--- config.mk ---
export PLATFORM = sky130hd
export DESIGN_NAME = four_way_frame_receiver_crc16
export DESIGN_NICKNAME = d
export VERILOG_FILES = /design/src/design/fwfr_pkg.sv /design/src/design/four_way_frame_receiver_crc16.sv /design/src/design/fwfr_crc16.sv
export SDC_FILE = /design/constraint.sdc
export NUM_CORES = 1
export LEC_CHECK = 0
export ABC_AREA = 1
export BUFFER_PORTS_ARGS = -buffer_cell sky130_fd_sc_hd__buf_2
export CAP_MARGIN = 30
export CORE_MARGIN = 4
export CORE_UTILIZATION = 40
export DETAILED_ROUTE_END_ITERATION = 12
export PLACE_DENSITY = 0.67
export REMOVE_ABC_BUFFERS = 1
export SYNTH_ARGS = -nofsm -noshare
export SYNTH_HDL_FRONTEND = slang
export SYNTH_HIERARCHICAL = 1
export SYNTH_SLANG_ARGS = --single-unit
--- constraint.sdc ---
create_clock -name i_clk -period 10.29 [get_ports i_clk]
set_input_delay 1.029 -clock i_clk [delete_from_list [all_inputs] [get_ports i_clk]]
set_output_delay 1.029 -clock i_clk [all_outputs]
set_load 0.05 [all_outputs]
--- src/design/fwfr_pkg.sv ---
// Shared constants and types for the four-way frame receiver.
// Used by the top level, the CRC update unit and the port checker.
package fwfr_pkg;

    localparam int unsigned BYTE_W   = 8;
    localparam int unsigned CRC_W    = 16;
    localparam int unsigned ADDR_W   = 16;
    localparam int unsigned COUNT_W  = 9;

    localparam logic [BYTE_W-1:0] ESCAPE_BYTE = 8'h2F;
    localparam logic [CRC_W-1:0]  CRC_POLY    = 16'h1021;
    localparam logic [CRC_W-1:0]  CRC_TOP     = 16'h8000;

    localparam logic KIND_PARAM = 1'b0;
    localparam logic KIND_END   = 1'b1;

endpackage

--- src/design/four_way_frame_receiver_crc16.sv ---
// Top level of the four-way host frame receiver with CRC-16/XMODEM check.
// Depends on fwfr_pkg and fwfr_crc16.
//
// Takes one received byte per item and deframes escape/command/address/length/
// parameter/CRC frames. Each parameter byte yields one result with its index,
// and the CRC low byte yields a frame-end result with the match flag; all other
// bytes yield none. One byte is accepted every clock cycle while the output is
// not stalled. Each byte passes an input register, then the CRC update and frame
// decode in one pass, with the eight-step bytewise CRC unrolled, into the result
// register. No clearing pass after reset.
module four_way_frame_receiver_crc16 import fwfr_pkg::*; (
    input  logic                i_clk,
    input  logic                i_rst_n,
    input  logic                i_in_valid,
    output logic                o_in_stall,
    input  logic [BYTE_W-1:0]   i_rx_byte,
    output logic                o_out_valid,
    input  logic                i_out_stall,
    output logic                o_kind,
    output logic [BYTE_W-1:0]   o_command,
    output logic [ADDR_W-1:0]   o_address,
    output logic [COUNT_W-1:0]  o_param_count,
    output logic [BYTE_W-1:0]   o_param_index,
    output logic [BYTE_W-1:0]   o_param_value,
    output logic                o_crc_ok
);

    typedef enum logic [2:0] {
        PH_HUNT, PH_CMD, PH_ADDR_HI, PH_ADDR_LO,
        PH_LEN, PH_PARAM, PH_CRC_HI, PH_CRC_LO
    } t_phase;

    logic               r_in_valid;
    logic [BYTE_W-1:0]  r_in_byte;

    t_phase             r_phase;
    logic [CRC_W-1:0]   r_crc;
    logic [BYTE_W-1:0]  r_command;
    logic [ADDR_W-1:0]  r_address;
    logic [COUNT_W-1:0] r_length;
    logic [BYTE_W-1:0]  r_seen;
    logic [BYTE_W-1:0]  r_crc_hi;

    logic               r_out_valid;
    logic               r_kind;
    logic [BYTE_W-1:0]  r_out_command;
    logic [ADDR_W-1:0]  r_out_address;
    logic [COUNT_W-1:0] r_out_count;
    logic [BYTE_W-1:0]  r_out_index;
    logic [BYTE_W-1:0]  r_out_value;
    logic               r_out_ok;

    logic               out_free;
    logic               proc_go;
    logic               in_take;
    logic [CRC_W-1:0]   crc_in;
    logic [CRC_W-1:0]   crc_next;
    logic [COUNT_W-1:0] seen_inc;

    assign out_free   = !r_out_valid || !i_out_stall;
    assign proc_go    = r_in_valid && out_free;
    assign o_in_stall = r_in_valid && !out_free;
    assign in_take    = i_in_valid && !o_in_stall;
    assign crc_in     = (r_phase == PH_HUNT) ? '0 : r_crc;
    assign seen_inc   = {1'b0, r_seen} + COUNT_W'(1);

    fwfr_crc16 u_crc (
        .i_crc  (crc_in),
        .i_byte (r_in_byte),
        .o_crc  (crc_next)
    );

    always_ff @(posedge i_clk) begin
        if (!i_rst_n) begin
            r_in_valid <= 1'b0;
        end else if (in_take) begin
            r_in_valid <= 1'b1;
        end else if (proc_go) begin
            r_in_valid <= 1'b0;
        end
        if (in_take) begin
            r_in_byte <= i_rx_byte;
        end
    end

    always_ff @(posedge i_clk) begin
        if (!i_rst_n) begin
            r_phase     <= PH_HUNT;
            r_crc       <= '0;
            r_command   <= '0;
            r_address   <= '0;
            r_length    <= '0;
            r_seen      <= '0;
            r_crc_hi    <= '0;
            r_out_valid <= 1'b0;
        end else begin
            if (proc_go) begin
                r_out_valid <= (r_phase == PH_PARAM) || (r_phase == PH_CRC_LO);
            end else if (!i_out_stall) begin
                r_out_valid <= 1'b0;
            end
            if (proc_go) begin
                case (r_phase)
                    PH_HUNT: begin
                        r_crc <= crc_next;
                        if (r_in_byte == ESCAPE_BYTE) begin
                            r_phase <= PH_CMD;
                        end
                    end
                    PH_CMD: begin
                        r_crc     <= crc_next;
                        r_command <= r_in_byte;
                        r_phase   <= PH_ADDR_HI;
                    end
                    PH_ADDR_HI: begin
                        r_crc                   <= crc_next;
                        r_address[ADDR_W-1 -: BYTE_W] <= r_in_byte;
                        r_phase                 <= PH_ADDR_LO;
                    end
                    PH_ADDR_LO: begin
                        r_crc                 <= crc_next;
                        r_address[BYTE_W-1:0] <= r_in_byte;
                        r_phase               <= PH_LEN;
                    end
                    PH_LEN: begin
                        r_crc    <= crc_next;
                        r_length <= (r_in_byte == '0) ? COUNT_W'(256)
                                                      : {1'b0, r_in_byte};
                        r_seen   <= '0;
                        r_phase  <= PH_PARAM;
                    end
                    PH_PARAM: begin
                        r_crc         <= crc_next;
                        r_kind        <= KIND_PARAM;
                        r_out_command <= r_command;
                        r_out_address <= r_address;
                        r_out_count   <= r_length;
                        r_out_index   <= r_seen;
                        r_out_value   <= r_in_byte;
                        r_out_ok      <= 1'b0;
                        if (seen_inc >= r_length) begin
                            r_phase <= PH_CRC_HI;
                        end
                        r_seen <= seen_inc[BYTE_W-1:0];
                    end
                    PH_CRC_HI: begin
                        r_crc_hi <= r_in_byte;
                        r_phase  <= PH_CRC_LO;
                    end
                    default: begin
                        r_kind        <= KIND_END;
                        r_out_command <= r_command;
                        r_out_address <= r_address;
                        r_out_count   <= r_length;
                        r_out_index   <= '0;
                        r_out_value   <= '0;
                        r_out_ok      <= ({r_crc_hi, r_in_byte} == r_crc);
                        r_phase       <= PH_HUNT;
                    end
                endcase
            end
        end
    end

    assign o_out_valid   = r_out_valid;
    assign o_kind        = r_kind;
    assign o_command     = r_out_command;
    assign o_address     = r_out_address;
    assign o_param_count = r_out_count;
    assign o_param_index = r_out_index;
    assign o_param_value = r_out_value;
    assign o_crc_ok      = r_out_ok;

endmodule

--- src/design/fwfr_crc16.sv ---
// Bytewise CRC-16/XMODEM update, MSB first, eight shift steps unrolled.
// Depends on fwfr_pkg.
module fwfr_crc16 import fwfr_pkg::*; (
    input  logic [CRC_W-1:0]  i_crc,
    input  logic [BYTE_W-1:0] i_byte,
    output logic [CRC_W-1:0]  o_crc
);

    always_comb begin
        logic [CRC_W-1:0] c;
        c = i_crc ^ {i_byte, {(CRC_W-BYTE_W){1'b0}}};
        for (int k = 0; k < BYTE_W; k++) begin
            if ((c & CRC_TOP) != '0) begin
                c = {c[CRC_W-2:0], 1'b0} ^ CRC_POLY;
            end else begin
                c = {c[CRC_W-2:0], 1'b0};
            end
        end
        o_crc = c;
    end

endmodule

# --- Yosys cells after proc, flatten, opt, wreduce, memory -nomap -nowiden ---
# Index checks and enable logic that the tools add are counted.
totals:
  register_bits: 129
  mem_count: 0
  input_bits: 12
  ram_bits: 0
  romBits: 0
  latchBits: 0
  output_inout_bits: 53
  word_cells: 88
classes:
  n_shift: 0
  order_cmp: 1
  n_reduce_logical: 24
  n_eq_ne: 12
  n_div: 0
  n_mux: 22
  mul: 0
  bitwise: 10
  addsub: 1
ops:
  columns: ["cell", "n"]
  rows:
  - ["two-way mux 13 bit", 8]
  - ["one-hot mux 8 bit (2 select lines)", 3]
  - ["inverter 3 bit", 8]
  - ["one-hot mux 3 bit (7 select lines)", 1]
  - ["== test 16 bit", 1]
  - ["two-way mux 16 bit", 1]
  - ["bitwise XOR 16 bit", 1]
  - ["AND reduction 2 bit", 7]
  - ["== test 3 bit (second input constant)", 4]
  - ["OR reduction 6 bit", 2]
  - ["adder 8 x 1 -> 9 bit (second input constant)", 1]
  - ["greater-or-equal comparator 9 bit", 1]
  - ["two-way mux 9 bit", 1]
  - ["== test 8 x 6 -> 1 bit (second input constant)", 1]
  - ["zero test 8 bit", 1]
  - ["== test 3 x 2 -> 1 bit (second input constant)", 2]
  - ["two-way mux 3 bit", 2]
  - ["!= test 2 x 1 -> 1 bit (second input constant)", 3]
  - ["AND reduction 3 bit", 2]
  - ["zero test 1 bit", 4]
  - ["two-way mux 1 bit", 4]
  - ["one-hot mux 1 bit (2 select lines)", 2]
  - ["nonzero test 2 bit", 2]
  - ["== test 3 x 1 -> 1 bit (second input constant)", 1]
  - ["4 further kinds", 7]

# --- Logic depth before layout (Yosys ltp) ---
depth:
  depth_word: 19
  ltp_mapped: 16
  ltp_nobuf: 16

# --- Modules after synthesis ---
# Netlist, hierarchy kept.
modules_own_cells:
  columns: ["mod", "seq_area_each_um2", "area_per_inst_um2", "cells_each", "instances"]
  rows:
  - ["four_way_frame_receiver_crc16", 3173.0, 5172.5, 513, 1]
  - ["fwfr_crc16", 0.0, 536.8, 115, 1]

# --- Worst setup path after synthesis ---
# Ideal clock, no wire load.
synth_path:
  path_kind: "input-to-reg"
  from: "input i_out_stall"
  to: "register r_out_address[0], in the netlist o_address[0] (enable)"
  path_buffers: 0
  required_time_ps: 9830
  arrival_ps: 3552
  path_slack_ps: 6278
  setup_ps: 460
  cell_stages: 5
  path_cell_list: "nand2_2 -> nand2_4 -> inv_2 -> nand3_1 -> nor2_1"
synth_between:
  elab_chain_len: 4
synth_lines:
  columns: ["element", "line_no", "rtl"]
  rows:
  - ["start, declared", "four_way_frame_receiver_crc16.sv:18", "input logic i_out_stall,"]
  - ["zero test 1 bit", null, null]
  - ["logical OR 1 bit", "four_way_frame_receiver_crc16.sv:60", "assign out_free = !r_out_valid || !i_out_stall;"]
  - ["logical AND 1 bit", "four_way_frame_receiver_crc16.sv:61", "assign proc_go = r_in_valid && out_free;"]
  - ["AND reduction 3 bit (no line)", null, null]
  - ["end signal, assigned", "four_way_frame_receiver_crc16.sv:136", "r_out_address <= r_address;"]
  - ["end signal, assigned", "four_way_frame_receiver_crc16.sv:153", "r_out_address <= r_address;"]
  - ["end, declared", "four_way_frame_receiver_crc16.sv:47", "logic [ADDR_W-1:0] r_out_address;"]
# No other way between the ends.
# A chain may end at the register's enable or synchronous reset.

# --- Worst setup path in the final report ---
layout_path:
  from: "input i_rst_n"
  to: "register r_out_command[4], in the netlist o_command[4] (enable)"
layout_between:
  elab_chain_len: 1
layout_lines:
  columns: ["element", "line_no", "rtl"]
  rows:
  - ["start, declared", "four_way_frame_receiver_crc16.sv:13", "input logic i_rst_n,"]
  - ["AND reduction 3 bit (no line)", null, null]
  - ["end signal, assigned", "four_way_frame_receiver_crc16.sv:135", "r_out_command <= r_command;"]
  - ["end signal, assigned", "four_way_frame_receiver_crc16.sv:152", "r_out_command <= r_command;"]
  - ["end, declared", "four_way_frame_receiver_crc16.sv:46", "logic [BYTE_W-1:0] r_out_command;"]
# No other way between the ends.

==> run metrics <==
number of global-route vias before repair 4223; Placed Area 0.006140 mm²; mux cell area share after synthesis 0%; Syn Area/Cell between 9 and 10 µm²; fraction of layout cells with a size suffix above 1 roughly a fifth; Clk Latency, worst-skew pair approximately 420 ps; ys flop type dfxtp_1; Avg WL per Cell 14.08 µm; routed via count 4355; Synth Area in Simple Gates 19.77%; Std-Cell Rows 43; hold_ws 428.5 ps; gr usage total around 16%; CTS tree built; CTS root buffer clkbuf_16; crit path kind primary input to flip-flop; Routed WL 12470 µm; detailed-placement wirelength estimate 8532 µm; final hold viol count 0; # IOs 65; CTS Buffer Depth 2; total CTS buffers 17; Die Span Y between 100 and 150 µm; CTS Hold Buffers Added 0; area grow syn2layout 17.99%; final count of pins violating max slew 0; Pwr Total 1.202 mW; Seq/Total Area, Yosys a little under three fifths; worst-margin pin slew 896.4 ps; Yosys reg bits 129; DRT iter0 DRCs a little under 300; Ys Warns 6; cts repair resizes 0; nets@finish a little over 700; Power Dens Cells 178.5 mW/mm²; main combinational cell family by area after synthesis simple AND/OR/NAND/NOR gates; total leakage power 2.629 nW; RSZ-0062 raised after global routing no; fillers 1269; fmax 0.3389 GHz; initial antenna violation count 0; crit-path max FO 57; Async SR Flop Fraction 0%; xor-xnor portion of the synthesized cell area 2.148%; fin crit share 28.67%; Post-CTS Setup Inserts 0; Max-cap violations 0; post-synthesis compound-gate area fraction 12.10%; final worst path period need 2950 ps; Post-DRT Antenna Nets 0; Mapped Cells 628; Data required, critical path 10340 ps; chip width 127.5 µm; core area approximately 0.014 mm²; VDD IR-drop max between 0.07 and 0.08 mV; status finished clean; CP Capture Type flip-flop; drt drc 0; utilization after layout 48.34%; starting density of the core 40.97%; CTS HTree Levels 4; skew final 6.895 ps; reg2reg path depth 16; EDFF count, synth between 50 and 60; largest net degree at the start of global routing 58; Port Buffers 64; worst hold path stage count 0; Via density 4.921; Unique masters post-synth 37; GP Congestion 0.8848; number of diodes 0; Slew HR 40.24%; Synth Cell Area 0.005709 mm²; worst hold path class flip-flop to flip-flop; area of the die 0.01625 mm²; Setup TNS 0 ps; CP Launch Type primary input; setup violators final 0; post-route cell area 0.006736 mm²; grt ovf 0; arrival time worst endpoint 3000 ps; first-pass GRT wire length 20590 µm; clock transition at the registers of the reported paths 60 ps; Post-Synth Adder-Cell Area 2.192%; detailed-router iteration count before antenna repair 5; clk sinks 129
power breakdown:
part	switching (mW)	internal, mW	total (mW)
clock	0.219	0.379	0.598
combinational	0.0381	0.0177	0.0558
sequential	0.00868	0.540	0.549
total	0.265	0.937	1.20
layout by cell type (no fill, tap or decap), types with 5 or more instances in the layout:
cell type,Yosys,layout
inv_1,73,73
nor2_1,49,48
inv_2,11,11
dfxtp_1,70,70
o21ai_0,54,54
a21oi_1,66,66
nand2_4,7,7
buf_2,5,64
nor3_1,5,5
xor2_1,13,13
edfxtp_1,59,59
nand3_1,22,22
ha_1,10,10
nand2_1,117,117
nand4_1,5,5
nand2_2,17,17
clkbuf_16,0,18
kinds of logic (layout without fill, tap and decap cells):
kind of cell | Yosys count | in the layout
AOI/OAI and AO/OA | 132 | 132
xor gates and xnor gates | 14 | 14
adders and majority gates | 10 | 10
buffers and inverters | 106 | 183
DFF | 129 | 129
and+or+nand+nor | 237 | 237
area by class of cell:
class | instances | area, µm² | area share (%)
Clock buffer | 22 | 475.5 | 7.058
Tap cell | 180 | 225.2 | 3.343
Timing Repair Buffer | 66 | 342.8 | 5.089
Clock inverter | 10 | 121.4 | 1.802
Inverter | 85 | 324.1 | 4.811
Multi-Input combinational cell | 393 | 2074 | 30.79
Sequential cell | 129 | 3173 | 47.10
path summary, 6_finish.rpt:
| check | from | endpoint | slack [ps] |
|---|---|---|---|
| max reg2reg | r_seen[0] | r_phase[0] | 7900 |
| min | r_address[15] | o_address[15] | 430 |
| min reg2reg | r_address[15] | o_address[15] | 430 |
| max | i_rst_n | o_command[4] | 7340 |
layer usage:
layer / global-route usage (%) / vias up / wire length (µm)
met5: 0 / - / 0
met4: 6.688 / 0 / 272
met3: 4.849 / 20 / 750
met2: 24.93 / 137 / 5752
met1: 20.60 / 2001 / 5690
li1: - / 2197 / -
state kept, by name (all words and copies together), names as in the netlist:
register	cells
o_address	16
o_command	8
o_crc_ok	1
o_kind	1
o_out_valid	1
o_param_count	9
o_param_index	8
o_param_value	8
r_address	16
r_command	8
r_crc	16
r_crc_hi	8
r_in_byte	8
r_in_valid	1
r_length	9
r_phase	3
r_seen	8
critical path, stage by stage:
cell,delay (ps)
buf_2,650
inv_1,520
nor2_4,200
buf_4,500
synth_stat cells, types with 2 or more instances:
| library cell | count | share of area (%) |
|---|---|---|
| buf_6 | 6 | 1.2 |
| xor2_1 | 13 | 2.0 |
| nand2_2 | 17 | 1.9 |
| nor3_1 | 5 | 0.44 |
| nor2_2 | 2 | 0.22 |
| nor2_1 | 49 | 3.2 |
| edfxtp_1 | 59 | 31 |
| o21ai_1 | 3 | 0.26 |
| nand4_1 | 5 | 0.55 |
| buf_4 | 4 | 0.53 |
| a21oi_1 | 66 | 5.8 |
| a221oi_1 | 2 | 0.31 |
| nand3_2 | 3 | 0.53 |
| dfxtp_1 | 70 | 25 |
| nand2_1 | 117 | 7.7 |
| nand2_4 | 7 | 1.4 |
| inv_1 | 73 | 4.8 |
| inv_2 | 11 | 0.72 |
| nor2_4 | 3 | 0.59 |
| buf_2 | 5 | 0.44 |
| clkbuf_1 | 5 | 0.33 |
| a21oi_2 | 4 | 0.61 |
| nor3_4 | 2 | 0.57 |
| nand3_1 | 22 | 1.9 |
| ha_1 | 10 | 2.2 |
| o21ai_0 | 54 | 4.7 |
per-stage QoR:
step,instances,worst slack (ps)
after CTS,885,7365
final,885,7340
after floorplan,607,6264
after detailed placement,853,6943
after global placement,852,7007
after global routing,885,7170
Power figures use the tool's default switching activity.
